===== src/design/vlqd_pkg.sv =====
// Shared types and constants for the length-prefixed deframer.
// No dependencies; imported by the interfaces and every module.
package vlqd_pkg;

   localparam int BYTE_W      = 8;
   localparam int FRAME_LEN_W = 32;
   localparam int DIGIT_W     = 7;

   typedef enum logic [1:0] {
      PH_HDR_FIRST = 2'd0,
      PH_HDR_MORE  = 2'd1,
      PH_PAYLOAD   = 2'd2,
      PH_HALT      = 2'd3
   } phase_type;

   typedef enum logic [1:0] {
      KIND_PAYLOAD    = 2'd0,
      KIND_EMPTY      = 2'd1,
      KIND_OVERFLOW   = 2'd2,
      KIND_OVER_LIMIT = 2'd3
   } kind_type;

   typedef struct packed {
      logic                   valid;
      kind_type               kind;
      logic [BYTE_W-1:0]      out_byte;
      logic                   first_of_frame;
      logic                   last_of_frame;
      logic [FRAME_LEN_W-1:0] frame_length;
   } rsp_beat_type;

endpackage


===== src/design/vlqd_if.sv =====
// Valid/ready channel interfaces: raw byte input, deframed result output,
// and the max_length write port. Depends on vlqd_pkg.
interface vlqd_req_if import vlqd_pkg::*; ();
   logic              valid;
   logic              ready;
   logic [BYTE_W-1:0] in_byte;

   modport source (output valid, output in_byte, input ready);
   modport sink   (input valid, input in_byte, output ready);
endinterface

interface vlqd_rsp_if import vlqd_pkg::*; ();
   logic                   valid;
   logic                   ready;
   kind_type               kind;
   logic [BYTE_W-1:0]      out_byte;
   logic                   first_of_frame;
   logic                   last_of_frame;
   logic [FRAME_LEN_W-1:0] frame_length;

   modport source (output valid, output kind, output out_byte, output first_of_frame,
                   output last_of_frame, output frame_length, input ready);
   modport sink   (input valid, input kind, input out_byte, input first_of_frame,
                   input last_of_frame, input frame_length, output ready);
endinterface

interface vlqd_csr_if import vlqd_pkg::*; ();
   logic                   valid;
   logic                   ready;
   logic [FRAME_LEN_W-1:0] max_length;

   modport source (output valid, output max_length, input ready);
   modport sink   (input valid, input max_length, output ready);
endinterface


===== src/design/vlqd_step.sv =====
// Per-byte next-state and result logic of the deframer (combinational).
// Depends on vlqd_pkg; instantiated by vlq_length_prefix_deframer.
module vlqd_step
   import vlqd_pkg::*;
#(
   parameter int LENGTH_BITS = 32
) (
   input  phase_type               phase,
   input  logic [LENGTH_BITS-1:0]  acc,
   input  logic [LENGTH_BITS-1:0]  remaining,
   input  logic                    at_start,
   input  logic [FRAME_LEN_W-1:0]  max_length,
   input  logic [BYTE_W-1:0]       in_byte,
   output phase_type               phase_nxt,
   output logic [LENGTH_BITS-1:0]  acc_nxt,
   output logic [LENGTH_BITS-1:0]  remaining_nxt,
   output logic                    at_start_nxt,
   output rsp_beat_type            beat
);

   localparam int CMP_W = (LENGTH_BITS > FRAME_LEN_W) ? LENGTH_BITS : FRAME_LEN_W;

   logic [LENGTH_BITS-1:0] hdr_acc;
   logic [LENGTH_BITS-1:0] inc_acc;
   logic [LENGTH_BITS-1:0] rem_dec;
   logic                   more;
   logic                   overflow;
   logic                   over_limit;
   logic                   last;

   // Bijective base-128: shift in the digit, add one when a continuation follows.
   assign hdr_acc = (phase == PH_HDR_FIRST) ? LENGTH_BITS'(in_byte[DIGIT_W-1:0])
                  : {acc[LENGTH_BITS-DIGIT_W-1:0], in_byte[DIGIT_W-1:0]};
   assign inc_acc    = hdr_acc + LENGTH_BITS'(1);
   assign more       = in_byte[BYTE_W-1];
   assign overflow   = (inc_acc == '0) || (inc_acc[LENGTH_BITS-1 -: DIGIT_W] != '0);
   assign over_limit = (max_length != '0) && (CMP_W'(hdr_acc) > CMP_W'(max_length));
   assign last       = (remaining <= LENGTH_BITS'(1));
   assign rem_dec    = (remaining != '0) ? remaining - LENGTH_BITS'(1) : remaining;

   always_comb begin
      phase_nxt     = phase;
      acc_nxt       = acc;
      remaining_nxt = remaining;
      at_start_nxt  = at_start;
      case (phase)
         PH_HALT: begin
         end
         PH_PAYLOAD: begin
            at_start_nxt  = 1'b0;
            remaining_nxt = rem_dec;
            if (last) begin
               phase_nxt    = PH_HDR_FIRST;
               at_start_nxt = 1'b1;
               acc_nxt      = '0;
            end
         end
         PH_HDR_FIRST, PH_HDR_MORE: begin
            if (more) begin
               acc_nxt   = inc_acc;
               phase_nxt = overflow ? PH_HALT : PH_HDR_MORE;
            end else if (over_limit) begin
               acc_nxt   = hdr_acc;
               phase_nxt = PH_HALT;
            end else if (hdr_acc == '0) begin
               acc_nxt      = '0;
               at_start_nxt = 1'b1;
               phase_nxt    = PH_HDR_FIRST;
            end else begin
               acc_nxt       = hdr_acc;
               remaining_nxt = hdr_acc;
               at_start_nxt  = 1'b1;
               phase_nxt     = PH_PAYLOAD;
            end
         end
         default: begin
         end
      endcase
   end

   always_comb begin
      beat = '{valid: 1'b0, kind: KIND_PAYLOAD, out_byte: '0, first_of_frame: 1'b0,
               last_of_frame: 1'b0, frame_length: '0};
      case (phase)
         PH_HALT: begin
         end
         PH_PAYLOAD: begin
            beat.valid          = 1'b1;
            beat.out_byte       = in_byte;
            beat.first_of_frame = at_start;
            beat.last_of_frame  = last;
            beat.frame_length   = FRAME_LEN_W'(acc);
         end
         PH_HDR_FIRST, PH_HDR_MORE: begin
            if (more) begin
               if (overflow) begin
                  beat.valid = 1'b1;
                  beat.kind  = KIND_OVERFLOW;
               end
            end else if (over_limit) begin
               beat.valid        = 1'b1;
               beat.kind         = KIND_OVER_LIMIT;
               beat.frame_length = FRAME_LEN_W'(hdr_acc);
            end else if (hdr_acc == '0) begin
               beat.valid         = 1'b1;
               beat.kind          = KIND_EMPTY;
               beat.last_of_frame = 1'b1;
            end
         end
         default: begin
         end
      endcase
   end

endmodule


===== src/design/vlq_length_prefix_deframer.sv =====
// Length-prefixed byte stream deframer: one raw byte per beat in, payload
// bytes, empty-frame and error results out. Depends on vlqd_pkg, vlqd_if, vlqd_step.
// A result is registered and appears in the cycle after its byte is accepted.
// Throughput: one byte per cycle while rsp is not stalled; the single output register
// accepts a new beat in the same cycle its held result is taken.
// Reset: synchronous; returns to header phase, clears the output and max_length.
module vlq_length_prefix_deframer
   import vlqd_pkg::*;
#(
   parameter int LENGTH_BITS = 32
) (
   input logic       clock,
   input logic       reset,
   vlqd_req_if.sink  req,
   vlqd_rsp_if.source rsp,
   vlqd_csr_if.sink  csr
);

   phase_type              phase_ff, phase_in;
   logic [LENGTH_BITS-1:0] acc_ff, acc_in;
   logic [LENGTH_BITS-1:0] remaining_ff, remaining_in;
   logic                   at_start_ff, at_start_in;
   logic [FRAME_LEN_W-1:0] max_length_ff;
   rsp_beat_type           rsp_ff, rsp_in;
   rsp_beat_type           beat;
   logic                   accept;

   vlqd_step #(.LENGTH_BITS(LENGTH_BITS)) u_step (
      .phase         (phase_ff),
      .acc           (acc_ff),
      .remaining     (remaining_ff),
      .at_start      (at_start_ff),
      .max_length    (max_length_ff),
      .in_byte       (req.in_byte),
      .phase_nxt     (phase_in),
      .acc_nxt       (acc_in),
      .remaining_nxt (remaining_in),
      .at_start_nxt  (at_start_in),
      .beat          (beat)
   );

   // Take a new byte whenever the output slot is empty or drains this cycle.
   assign req.ready = !rsp_ff.valid || rsp.ready;
   assign accept    = req.valid && req.ready;
   assign csr.ready = 1'b1;

   always_comb begin
      rsp_in = rsp_ff;
      if (rsp_ff.valid && rsp.ready) begin
         rsp_in.valid = 1'b0;
      end
      if (accept && beat.valid) begin
         rsp_in = beat;
      end
   end

   always_ff @(posedge clock) begin
      if (reset) begin
         phase_ff      <= PH_HDR_FIRST;
         acc_ff        <= '0;
         remaining_ff  <= '0;
         at_start_ff   <= 1'b1;
         max_length_ff <= '0;
         rsp_ff        <= '0;
      end else begin
         if (accept) begin
            phase_ff     <= phase_in;
            acc_ff       <= acc_in;
            remaining_ff <= remaining_in;
            at_start_ff  <= at_start_in;
         end
         if (csr.valid) begin
            max_length_ff <= csr.max_length;
         end
         rsp_ff <= rsp_in;
      end
   end

   assign rsp.valid          = rsp_ff.valid;
   assign rsp.kind           = rsp_ff.kind;
   assign rsp.out_byte       = rsp_ff.out_byte;
   assign rsp.first_of_frame = rsp_ff.first_of_frame;
   assign rsp.last_of_frame  = rsp_ff.last_of_frame;
   assign rsp.frame_length   = rsp_ff.frame_length;

endmodule


===== src/flat_wrapper.sv =====
// flat-port wrapper written by rule: the top's interface ports become plain ports
module vlq_length_prefix_deframer_flat import vlqd_pkg::*;
#(
   parameter int LENGTH_BITS = 32
)
  (clock, reset, req_valid, req_in_byte, req_ready, rsp_valid, rsp_kind, rsp_out_byte, rsp_first_of_frame, rsp_last_of_frame, rsp_frame_length, rsp_ready, csr_valid, csr_max_length, csr_ready);
  vlqd_req_if req_i ();
  vlqd_rsp_if rsp_i ();
  vlqd_csr_if csr_i ();
  input logic clock;
  input logic reset;
  input wire logic [$bits(req_i.valid)-1:0] req_valid;
  input wire logic [$bits(req_i.in_byte)-1:0] req_in_byte;
  output wire logic [$bits(req_i.ready)-1:0] req_ready;
  output wire logic [$bits(rsp_i.valid)-1:0] rsp_valid;
  output wire logic [$bits(rsp_i.kind)-1:0] rsp_kind;
  output wire logic [$bits(rsp_i.out_byte)-1:0] rsp_out_byte;
  output wire logic [$bits(rsp_i.first_of_frame)-1:0] rsp_first_of_frame;
  output wire logic [$bits(rsp_i.last_of_frame)-1:0] rsp_last_of_frame;
  output wire logic [$bits(rsp_i.frame_length)-1:0] rsp_frame_length;
  input wire logic [$bits(rsp_i.ready)-1:0] rsp_ready;
  input wire logic [$bits(csr_i.valid)-1:0] csr_valid;
  input wire logic [$bits(csr_i.max_length)-1:0] csr_max_length;
  output wire logic [$bits(csr_i.ready)-1:0] csr_ready;
  assign req_i.valid = req_valid;
  assign req_i.in_byte = req_in_byte;
  assign req_ready = req_i.ready;
  assign rsp_valid = rsp_i.valid;
  assign rsp_kind = rsp_i.kind;
  assign rsp_out_byte = rsp_i.out_byte;
  assign rsp_first_of_frame = rsp_i.first_of_frame;
  assign rsp_last_of_frame = rsp_i.last_of_frame;
  assign rsp_frame_length = rsp_i.frame_length;
  assign rsp_i.ready = rsp_ready;
  assign csr_i.valid = csr_valid;
  assign csr_i.max_length = csr_max_length;
  assign csr_ready = csr_i.ready;
  vlq_length_prefix_deframer #(.LENGTH_BITS(LENGTH_BITS)) u_core (.clock(clock), .reset(reset), .req(req_i), .rsp(rsp_i), .csr(csr_i));
endmodule

===== config.mk =====
export PLATFORM = sky130hd
export DESIGN_NAME = vlq_length_prefix_deframer_flat
export DESIGN_NICKNAME = d
export VERILOG_FILES = /design/src/design/vlqd_pkg.sv /design/src/design/vlqd_if.sv /design/src/design/vlqd_step.sv /design/src/design/vlq_length_prefix_deframer.sv /design/src/flat_wrapper.sv
export SDC_FILE = /design/constraint.sdc
export NUM_CORES = 1
export LEC_CHECK = 0
export ABC_AREA = 1
export ABC_CLOCK_PERIOD_IN_PS = 3800
export BUFFER_PORTS_ARGS = -buffer_cell sky130_fd_sc_hd__buf_2
export CAP_MARGIN = 20
export CORE_AREA = 2 2 184 186
export DETAILED_ROUTE_END_ITERATION = 16
export DIE_AREA = 0 0 186 188
export PLACE_DENSITY_LB_ADDON = 0.2
export SETUP_SLACK_MARGIN = 0.05
export SLEW_MARGIN = 10
export SYNTH_ARGS = -nofsm -noshare
export SYNTH_HDL_FRONTEND = slang
export SYNTH_HIERARCHICAL = 1
export SYNTH_SLANG_ARGS = --single-unit

===== constraint.sdc =====
create_clock -name clock -period 3.8 [get_ports clock]
set_input_delay 0.38 -clock clock [delete_from_list [all_inputs] [get_ports clock]]
set_output_delay 0.38 -clock clock [all_outputs]
set_load 0.005 [all_outputs]

==> results of run 1 <==
==> layer usage <==
layer  GRT usage [%]  share of wire, %
met4            11.3               4.1
met3            5.22               7.2
met5               0                 0
met2            40.5                44
met1            35.2                45
==> worst max-delay path: stages (launching register included) <==
cell                      delay (ns)
sky130_fd_sc_hd__dfxtp_1        0.55
sky130_fd_sc_hd__o21ai_1        0.29
sky130_fd_sc_hd__nor2_1         0.28
sky130_fd_sc_hd__nand2_1        0.17
sky130_fd_sc_hd__nor2_1         0.35
sky130_fd_sc_hd__nand3_1        0.12
sky130_fd_sc_hd__nand2_1        0.07
sky130_fd_sc_hd__nand2_1        0.07
sky130_fd_sc_hd__inv_1          0.10
sky130_fd_sc_hd__nand2_1        0.07
sky130_fd_sc_hd__nor2_1         0.08
sky130_fd_sc_hd__nand3_1        0.15
sky130_fd_sc_hd__nand2_1        0.10
sky130_fd_sc_hd__nor2_1         0.05
sky130_fd_sc_hd__nor2_2         0.18
sky130_fd_sc_hd__nand3_4        0.27
sky130_fd_sc_hd__buf_4          0.29
sky130_fd_sc_hd__nand2_1        0.06
sky130_fd_sc_hd__inv_1          0.04
sky130_fd_sc_hd__nor2_1         0.08
==> power by group through the flow <==
stage          Combinational, mW  Sequential [mW]  Clock, mW
2_1_floorplan               1.18             1.81          0
3_3_place_gp                1.69             1.84          0
3_5_place_dp                1.70             1.84          0
4_1_cts                     1.71             1.81       1.78
5_1_grt                     1.93             1.83       1.84
6_report                    1.73             1.81       1.73
==> metrics by stage <==
stage | area (um^2) | setup slack, ns | std cells
3_3_place_gp | 12400 | 0.320 | 2447
6_report | 13000 | 0.336 | 2482
5_1_grt | 13000 | 0.107 | 2482
3_5_place_dp | 12400 | 0.299 | 2447
4_1_cts | 12900 | 0.316 | 2479
2_1_floorplan | 11400 | 0.462 | 1949
==> area by class of cell <==
type / instances / area, um^2 / share of cell area, %
clock buffer: 20 / 457 / 3.52
clock inverter: 12 / 124 / 0.955
inverter: 309 / 1160 / 8.98
multi-input combinational: 1399 / 6810 / 52.5
sequential: 144 / 2880 / 22.2
tap: 448 / 561 / 4.32
timing repair buffer: 150 / 967 / 7.46
==> cell usage in the layout, fill, tap and decap left out, drive strengths merged, types with 2 or more instances in the layout <==
master / Yosys / final
o22ai: 36 / 36
a31o: 2 / 2
nand3: 125 / 125
o311ai: 8 / 8
clkinv: 2 / 8
inv: 307 / 311
nor2: 415 / 415
o21ai: 182 / 182
ha: 29 / 29
nand2: 408 / 408
dfxtp: 144 / 144
nand3b: 6 / 6
nor4: 19 / 19
a21o: 2 / 2
buf: 45 / 150
nor3: 20 / 20
o21bai: 2 / 2
nand4: 97 / 97
a21oi: 24 / 24
xor2: 12 / 12
clkbuf: 52 / 20
o211ai: 2 / 2
==> worst min-delay path by stage <==
stage / to / slack, ns / depth (start not counted)
5_1_grt: u_core/max_length_ff[21] / 0.14 / 3
2_1_floorplan: u_core/acc_ff[19] / 0.45 / 2
4_1_cts: u_core/max_length_ff[15] / 0.12 / 3
3_3_place_gp: u_core/acc_ff[28] / 0.47 / 2
3_5_place_dp: u_core/acc_ff[31] / 0.47 / 2
6_report: u_core/max_length_ff[15] / 0.14 / 3
==> registers in the layout (all words and copies together) (netlist names) <==
name,count
u_core/acc_ff,32
u_core/at_start_ff,1
u_core/max_length_ff,32
u_core/phase_ff,2
u_core/remaining_ff,32
u_core/rsp.first_of_frame,1
u_core/rsp.frame_length,32
u_core/rsp.kind,2
u_core/rsp.last_of_frame,1
u_core/rsp.out_byte,8
u_core/rsp.valid,1
==> Yosys cell counts, types with 12 or more instances <==
| cell type | n |
|---|---|
| sky130_fd_sc_hd__nand4_1 | 96 |
| sky130_fd_sc_hd__o22ai_1 | 36 |
| sky130_fd_sc_hd__nand2_1 | 395 |
| sky130_fd_sc_hd__xor2_1 | 12 |
| sky130_fd_sc_hd__nor3_1 | 16 |
| sky130_fd_sc_hd__nor4_1 | 19 |
| sky130_fd_sc_hd__a21oi_1 | 24 |
| sky130_fd_sc_hd__nand3_1 | 122 |
| sky130_fd_sc_hd__o21ai_1 | 19 |
| sky130_fd_sc_hd__buf_2 | 21 |
| sky130_fd_sc_hd__clkbuf_1 | 52 |
| sky130_fd_sc_hd__inv_1 | 296 |
| sky130_fd_sc_hd__nor2_1 | 387 |
| sky130_fd_sc_hd__o21ai_0 | 163 |
| sky130_fd_sc_hd__nor2_2 | 13 |
| sky130_fd_sc_hd__dfxtp_1 | 144 |
| sky130_fd_sc_hd__ha_1 | 29 |
==> cells by family after synthesis <==
family                   after synthesis
AND/OR/NAND/NOR                     1093
buffers and inverters                406
AO/OA/AOI/OAI                        263
flip-flops                           144
adder cells (fa/ha/maj)               29
XOR/XNOR                              13
other                                  1
==> repair_timing <==
| item | CTS | global route |
|---|---|---|
| gates resized for setup | 0 | 1 |
| buffers inserted | 0 | 3 |
| endpoints found under the setup margin | 0 | 44 |
==> impl_metrics.ini, run 1 <==
[power_and_ir_drop]
comb_power_share_pct = 32.9
share_of_total_power_in_the_clock_network_pct = 32.9
vdd.ir_drop.worst_uv = 389
sequentialPowerShare_pct = 34.3
power-per-cell-area_mw_per_mm2 = 406
power.share.switching_pct = 39.4
power.switching_mw = 2.07
p_int_mw = 3.20
finalPower_mw = 5.27
leakagePower_nw = 6.12

[clock_network]
hold_buffers = 0
root_buffer = sky130_fd_sc_hd__clkbuf_16
tritoncts_num_sinks = 144
htree_num_levels = 4
clock_path_buffers = 2
clkTransAtPathRegs_ns = 0.07
tritoncts = built
clock_insertion_delay_worst_skew_ns = 0.46
cts_made_buffers = 17

[worst_setup_path]
crit_fanout = 19
cp-endpoint = u_core/rsp.out_byte[3]
crit_start = u_core/acc_ff[3]
worst_ep_required_time_ns = 4.19
r2r_start = u_core/acc_ff[3]
crit_arrival_ns = 3.85
r2r.worst_path.cells = 19
worst_r2r_endpoint = u_core/rsp.out_byte[3]
crit_path_start_kind = flip-flop
worst_reg2reg_setup_slack_ns = 0.34
end_kind = flip-flop
worst-setup-path-type = reg -> reg

[synthesis]
synthXorXnorAreaFrac_pct = 1.00
postSynthRegisterBits = 144
post_synth.cell_area_avg_um2 = 5.84
number_of_synthesized_flops_with_an_enable_pin = 0
top_cells_by_area_in_the_synthesized_netlist = sky130_fd_sc_hd__dfxtp_1 (25%), sky130_fd_sc_hd__nand2_1 (13%), sky130_fd_sc_hd__nor2_1 (13%), sky130_fd_sc_hd__inv_1 (9.8%), sky130_fd_sc_hd__o21ai_0 (7.2%)
simple_gate_share_of_the_synthesized_area_pct = 43.0
synth_top_family_by_area = simple AND/OR/NAND/NOR gates
synthMuxAreaShare_pct = 0
netlist_instances = 1949
yosys.area_share.adder_pct = 3.19
post_synthesis_async_set_or_reset_flop_share_pct = 0
yosys_warnings = 6
synth_compound_gate_area_share_pct = 12.6
ys.flop_type = sky130_fd_sc_hd__dfxtp_1
netlist-cell-type-count = 49
yosysSeqAreaShare_pct = 25.3
syn-cell-area_mm2 = 0.0114
synth_largest_type_area_fraction_pct = 25.3
post_synth_net_total = 2023
synth_area_leader_cell = sky130_fd_sc_hd__dfxtp_1

[placed_design]
placement.io_buffers = 90
gp_congestion = 0.975
place.detailed.hpwl_um = 33300

[detailed_routing]
drc_errors = 0
wl_um = 45200
postRouteAntennaNets = 0
detailedRoute.firstPassIterationCount = 5
wl_per_cell_um = 18.2
num_vias = 12800
drt_first_iter_violations = 1077
post_drt_via_cell_ratio = 5.15

[global_routing]
number_of_antenna_violations_at_the_first_check_in_global_routing = 0
globalRoute.totalOverflow = 0
grt_start_max_net_pins = 87
grt_use_total_pct = 26.2
first_global_vias = 12000
wire_length_of_the_first_global_routing_pass_um = 69500

[layout]
fillCellCount = 3734
diodes = 0
areaGrowthSynthToFinish_pct = 13.9
drive_gt1_share_pct = 12.0
nNetsFinal = 2095
layout.core_utilization_pct = 39.2

[worst_hold_path]
hold_path_class = in -> reg
worstHoldStart = csr_max_length[15]

[timing]
timing_hold_violations_final = 0
finalMaxSlewViolations = 0
rsz_0062_raised_after_global_routing = false
setup_total_negative_slack_ns = 0
timing.hold.ws_ns = 0.141
post-route-min-period_ns = 3.46
layout_worst_path_cycle_share_pct = 91.2
worst_pin_slew_ns = 0.910
setup_viol_count_final = 0
worst_slew_margin_rel_pct = 39.3
max_freq_mhz = 289
final.setup_skew_ns = 0.0145

[die]
die_width_um = 186
dieArea_mm2 = 0.0350
initial_core_util_pct = 34.4
floorplan.die.height_um = 188
pin_count = 92
row_count = 67
fp.coreArea_mm2 = 0.0331

[flow_run]
cap_violations = 0

[outcome]
status = completed
No activity file was read; power rests on OpenSTA's default activity.
==> run 2: changes to the inputs <==
==> constraint.sdc (replaced) <==
create_clock -name clock -period 3.8 [get_ports clock]
set_input_delay 1.14 -clock clock [delete_from_list [all_inputs] [get_ports clock]]
set_output_delay 1.14 -clock clock [all_outputs]
set_load 0.005 [all_outputs]
==> run 2 against run 1 <==
  * Worst hold slack better by 0.34 ns
  * Core utilization rose by 0.89 points
  * Via count grew 0.49%
  * Wire length decreased by 2.2%
  * Die area unchanged
  * Design area is 2.3% higher
  * Sequential cell count did not move
  * Clock power rose by 3%
  * Sequential power is essentially flat
  * Fmax is 0.20% higher
==> impl_metrics.ini, run 2 (synthesized netlist as in run 1, its figures left out) <==
[timing]
setup_viol_count_final = 0
timing_hold_violations_final = 0
rsz_0062_raised_after_global_routing = false
setup_total_negative_slack_ns = 0
max_freq_mhz = 289
timing.hold.ws_ns = 0.481
setup_ws_ns = 0.343
worst_pin_slew_ns = 0.899
finalMaxSlewViolations = 0
post-route-min-period_ns = 3.46
layout_worst_path_cycle_share_pct = 91.0
final.setup_skew_ns = 0.0179
worst_slew_margin_rel_pct = 40.0

[worst_setup_path]
worst_reg2reg_setup_slack_ns = 0.34
cp_common_cell = sky130_fd_sc_hd__nand2_1
worst-setup-path-type = reg -> reg
end_kind = flip-flop
worst_r2r_endpoint = u_core/rsp.out_byte[5]
critical_path.cell_chain = buf_6 -> o21ai_1 -> nor2_1 -> nand2_1 -> nor2_1 -> nand3_1 -> nand2_1 -> nand2_1 -> inv_1 -> nand2_1 -> nor2_1 -> nand3_1 -> nand2_1 -> nor2_1 -> nor2_4 -> buf_4 -> nand4_1 -> nand2_1 -> nor2_1
r2r.worst_path.cells = 19
worst_path_max_delay_cell = sky130_fd_sc_hd__dfxtp_1
max_stage_delay_ns = 0.44
r2r_start = u_core/phase_ff[1]
worst_ep_required_time_ns = 4.15
crit_fanout = 34
crit_arrival_ns = 3.81
crit_path_start_kind = flip-flop

[flow_run]
cap_violations = 0

[detailed_routing]
wl_um = 44200
postRouteAntennaNets = 0
post_drt_via_cell_ratio = 5.10
detailedRoute.firstPassIterationCount = 7
wl_per_cell_um = 17.6
drt_first_iter_violations = 1120
drc_errors = 0
num_vias = 12800

[placed_design]
gp_congestion = 1.01
placement.io_buffers = 90
dpl.cell_count = 2479
place.detailed.hpwl_um = 32800
pre_cts_slack_ns = -0.0988

[clock_network]
root_buffer = sky130_fd_sc_hd__clkbuf_16
clock_path_buffers = 2
htree_num_levels = 4
clock_insertion_delay_worst_skew_ns = 0.46
tritoncts = built
tritoncts_num_sinks = 144
clkTransAtPathRegs_ns = 0.08
cts_made_buffers = 17

[worst_hold_path]
worstHoldEndpoint = u_core/acc_ff[19]
worstHoldStart = u_core/acc_ff[19]
worstHoldPathCells = 2
hold_path_class = reg -> reg

[global_routing]
grt_start_max_net_pins = 80
grt_use_total_pct = 25.6
number_of_antenna_violations_at_the_first_check_in_global_routing = 0
wire_length_of_the_first_global_routing_pass_um = 68200
globalRoute.totalOverflow = 0
first_global_vias = 11900

[layout]
leading_cell_type_in_the_layout_fill_and_taps_excluded = sky130_fd_sc_hd__nand2_1
fillCellCount = 3686
drive_gt1_share_pct = 13.5
instances_no_fill = 2514
diodes = 0
areaGrowthSynthToFinish_pct = 16.5
mostFrequentLayoutCells = sky130_fd_sc_hd__nand2_1 (395), sky130_fd_sc_hd__nor2_1 (386), sky130_fd_sc_hd__inv_1 (296)
nNetsFinal = 2127

[die]
die_width_um = 186
dieArea_mm2 = 0.0350
pin_count = 92
fp.coreArea_mm2 = 0.0331
initial_core_util_pct = 34.4
floorplan.die.height_um = 188
row_count = 67

[power_and_ir_drop]
leakagePower_nw = 6.30
power-per-cell-area_mw_per_mm2 = 405
vdd.ir_drop.worst_uv = 314

[outcome]
status = completed
[run 2: repair_timing]
| action | in CTS | in global routing |
|---|---|---|
| endpoints found under the setup margin | 0 | 38 |
| hold buffers | 0 | 0 |
| gates resized for setup | 0 | 3 |
| buffers inserted | 0 | 3 |
[run 2: area by class of cell]
cell class	instances	area [um^2]	area share (%)
well taps	448	561	4.23
clock buffers	17	425	3.21
clock inverters	15	175	1.32
repair buffers	182	1240	9.32
multi-input cells	1399	6820	51.4
flip-flops and latches	144	2880	21.7
inverters	309	1160	8.78
[run 2: critical path, delay by kind of cell, from the launching register on]
| kind | cells | cell delay (ns) |
|---|---|---|
| flops | 1 | 0.44 |
| buf+inv | 3 | 0.69 |
| simple gates | 15 | 1.96 |
| compound gates | 1 | 0.23 |
[run 2: through the flow]
stage	util, %	power (mW)	cell area [um^2]
floorplan	-	2.99	11400
global placement	38.1	3.56	12600
detailed placement	38.1	3.57	12600
CTS	39.9	5.38	13200
global route	40.0	5.71	13300
finish	40.0	5.37	13300
[run 2: metal layers]
metal	global-route usage [%]	wire, um
met5	0	0
met4	11.1	1820
met3	5.73	3210
met2	38.9	19000
met1	34.5	20100
[run 2: how the worst max path moves through the flow]
stage / start / endpoint / slack [ns] / cells past startpoint
floorplan: req_in_byte[4] / u_core/rsp.kind[0] / 0.33 / 20
finish: u_core/phase_ff[1] / u_core/rsp.out_byte[5] / 0.34 / 19
global placement: req_in_byte[0] / u_core/rsp.out_byte[4] / -0.06 / 19
detailed placement: req_in_byte[0] / u_core/rsp.out_byte[5] / -0.1 / 19
global route: u_core/phase_ff[0] / u_core/rsp.out_byte[2] / 0.12 / 20
CTS: u_core/phase_ff[1] / u_core/rsp.out_byte[5] / 0.23 / 19
[run 2: power by group]
group          switching [mW]  internal [mW]  total [mW]  leakage, nW
registers               0.139           1.67        1.81         1.19
clock network           0.799          0.990        1.79        0.296
logic                    1.15          0.618        1.77         4.81
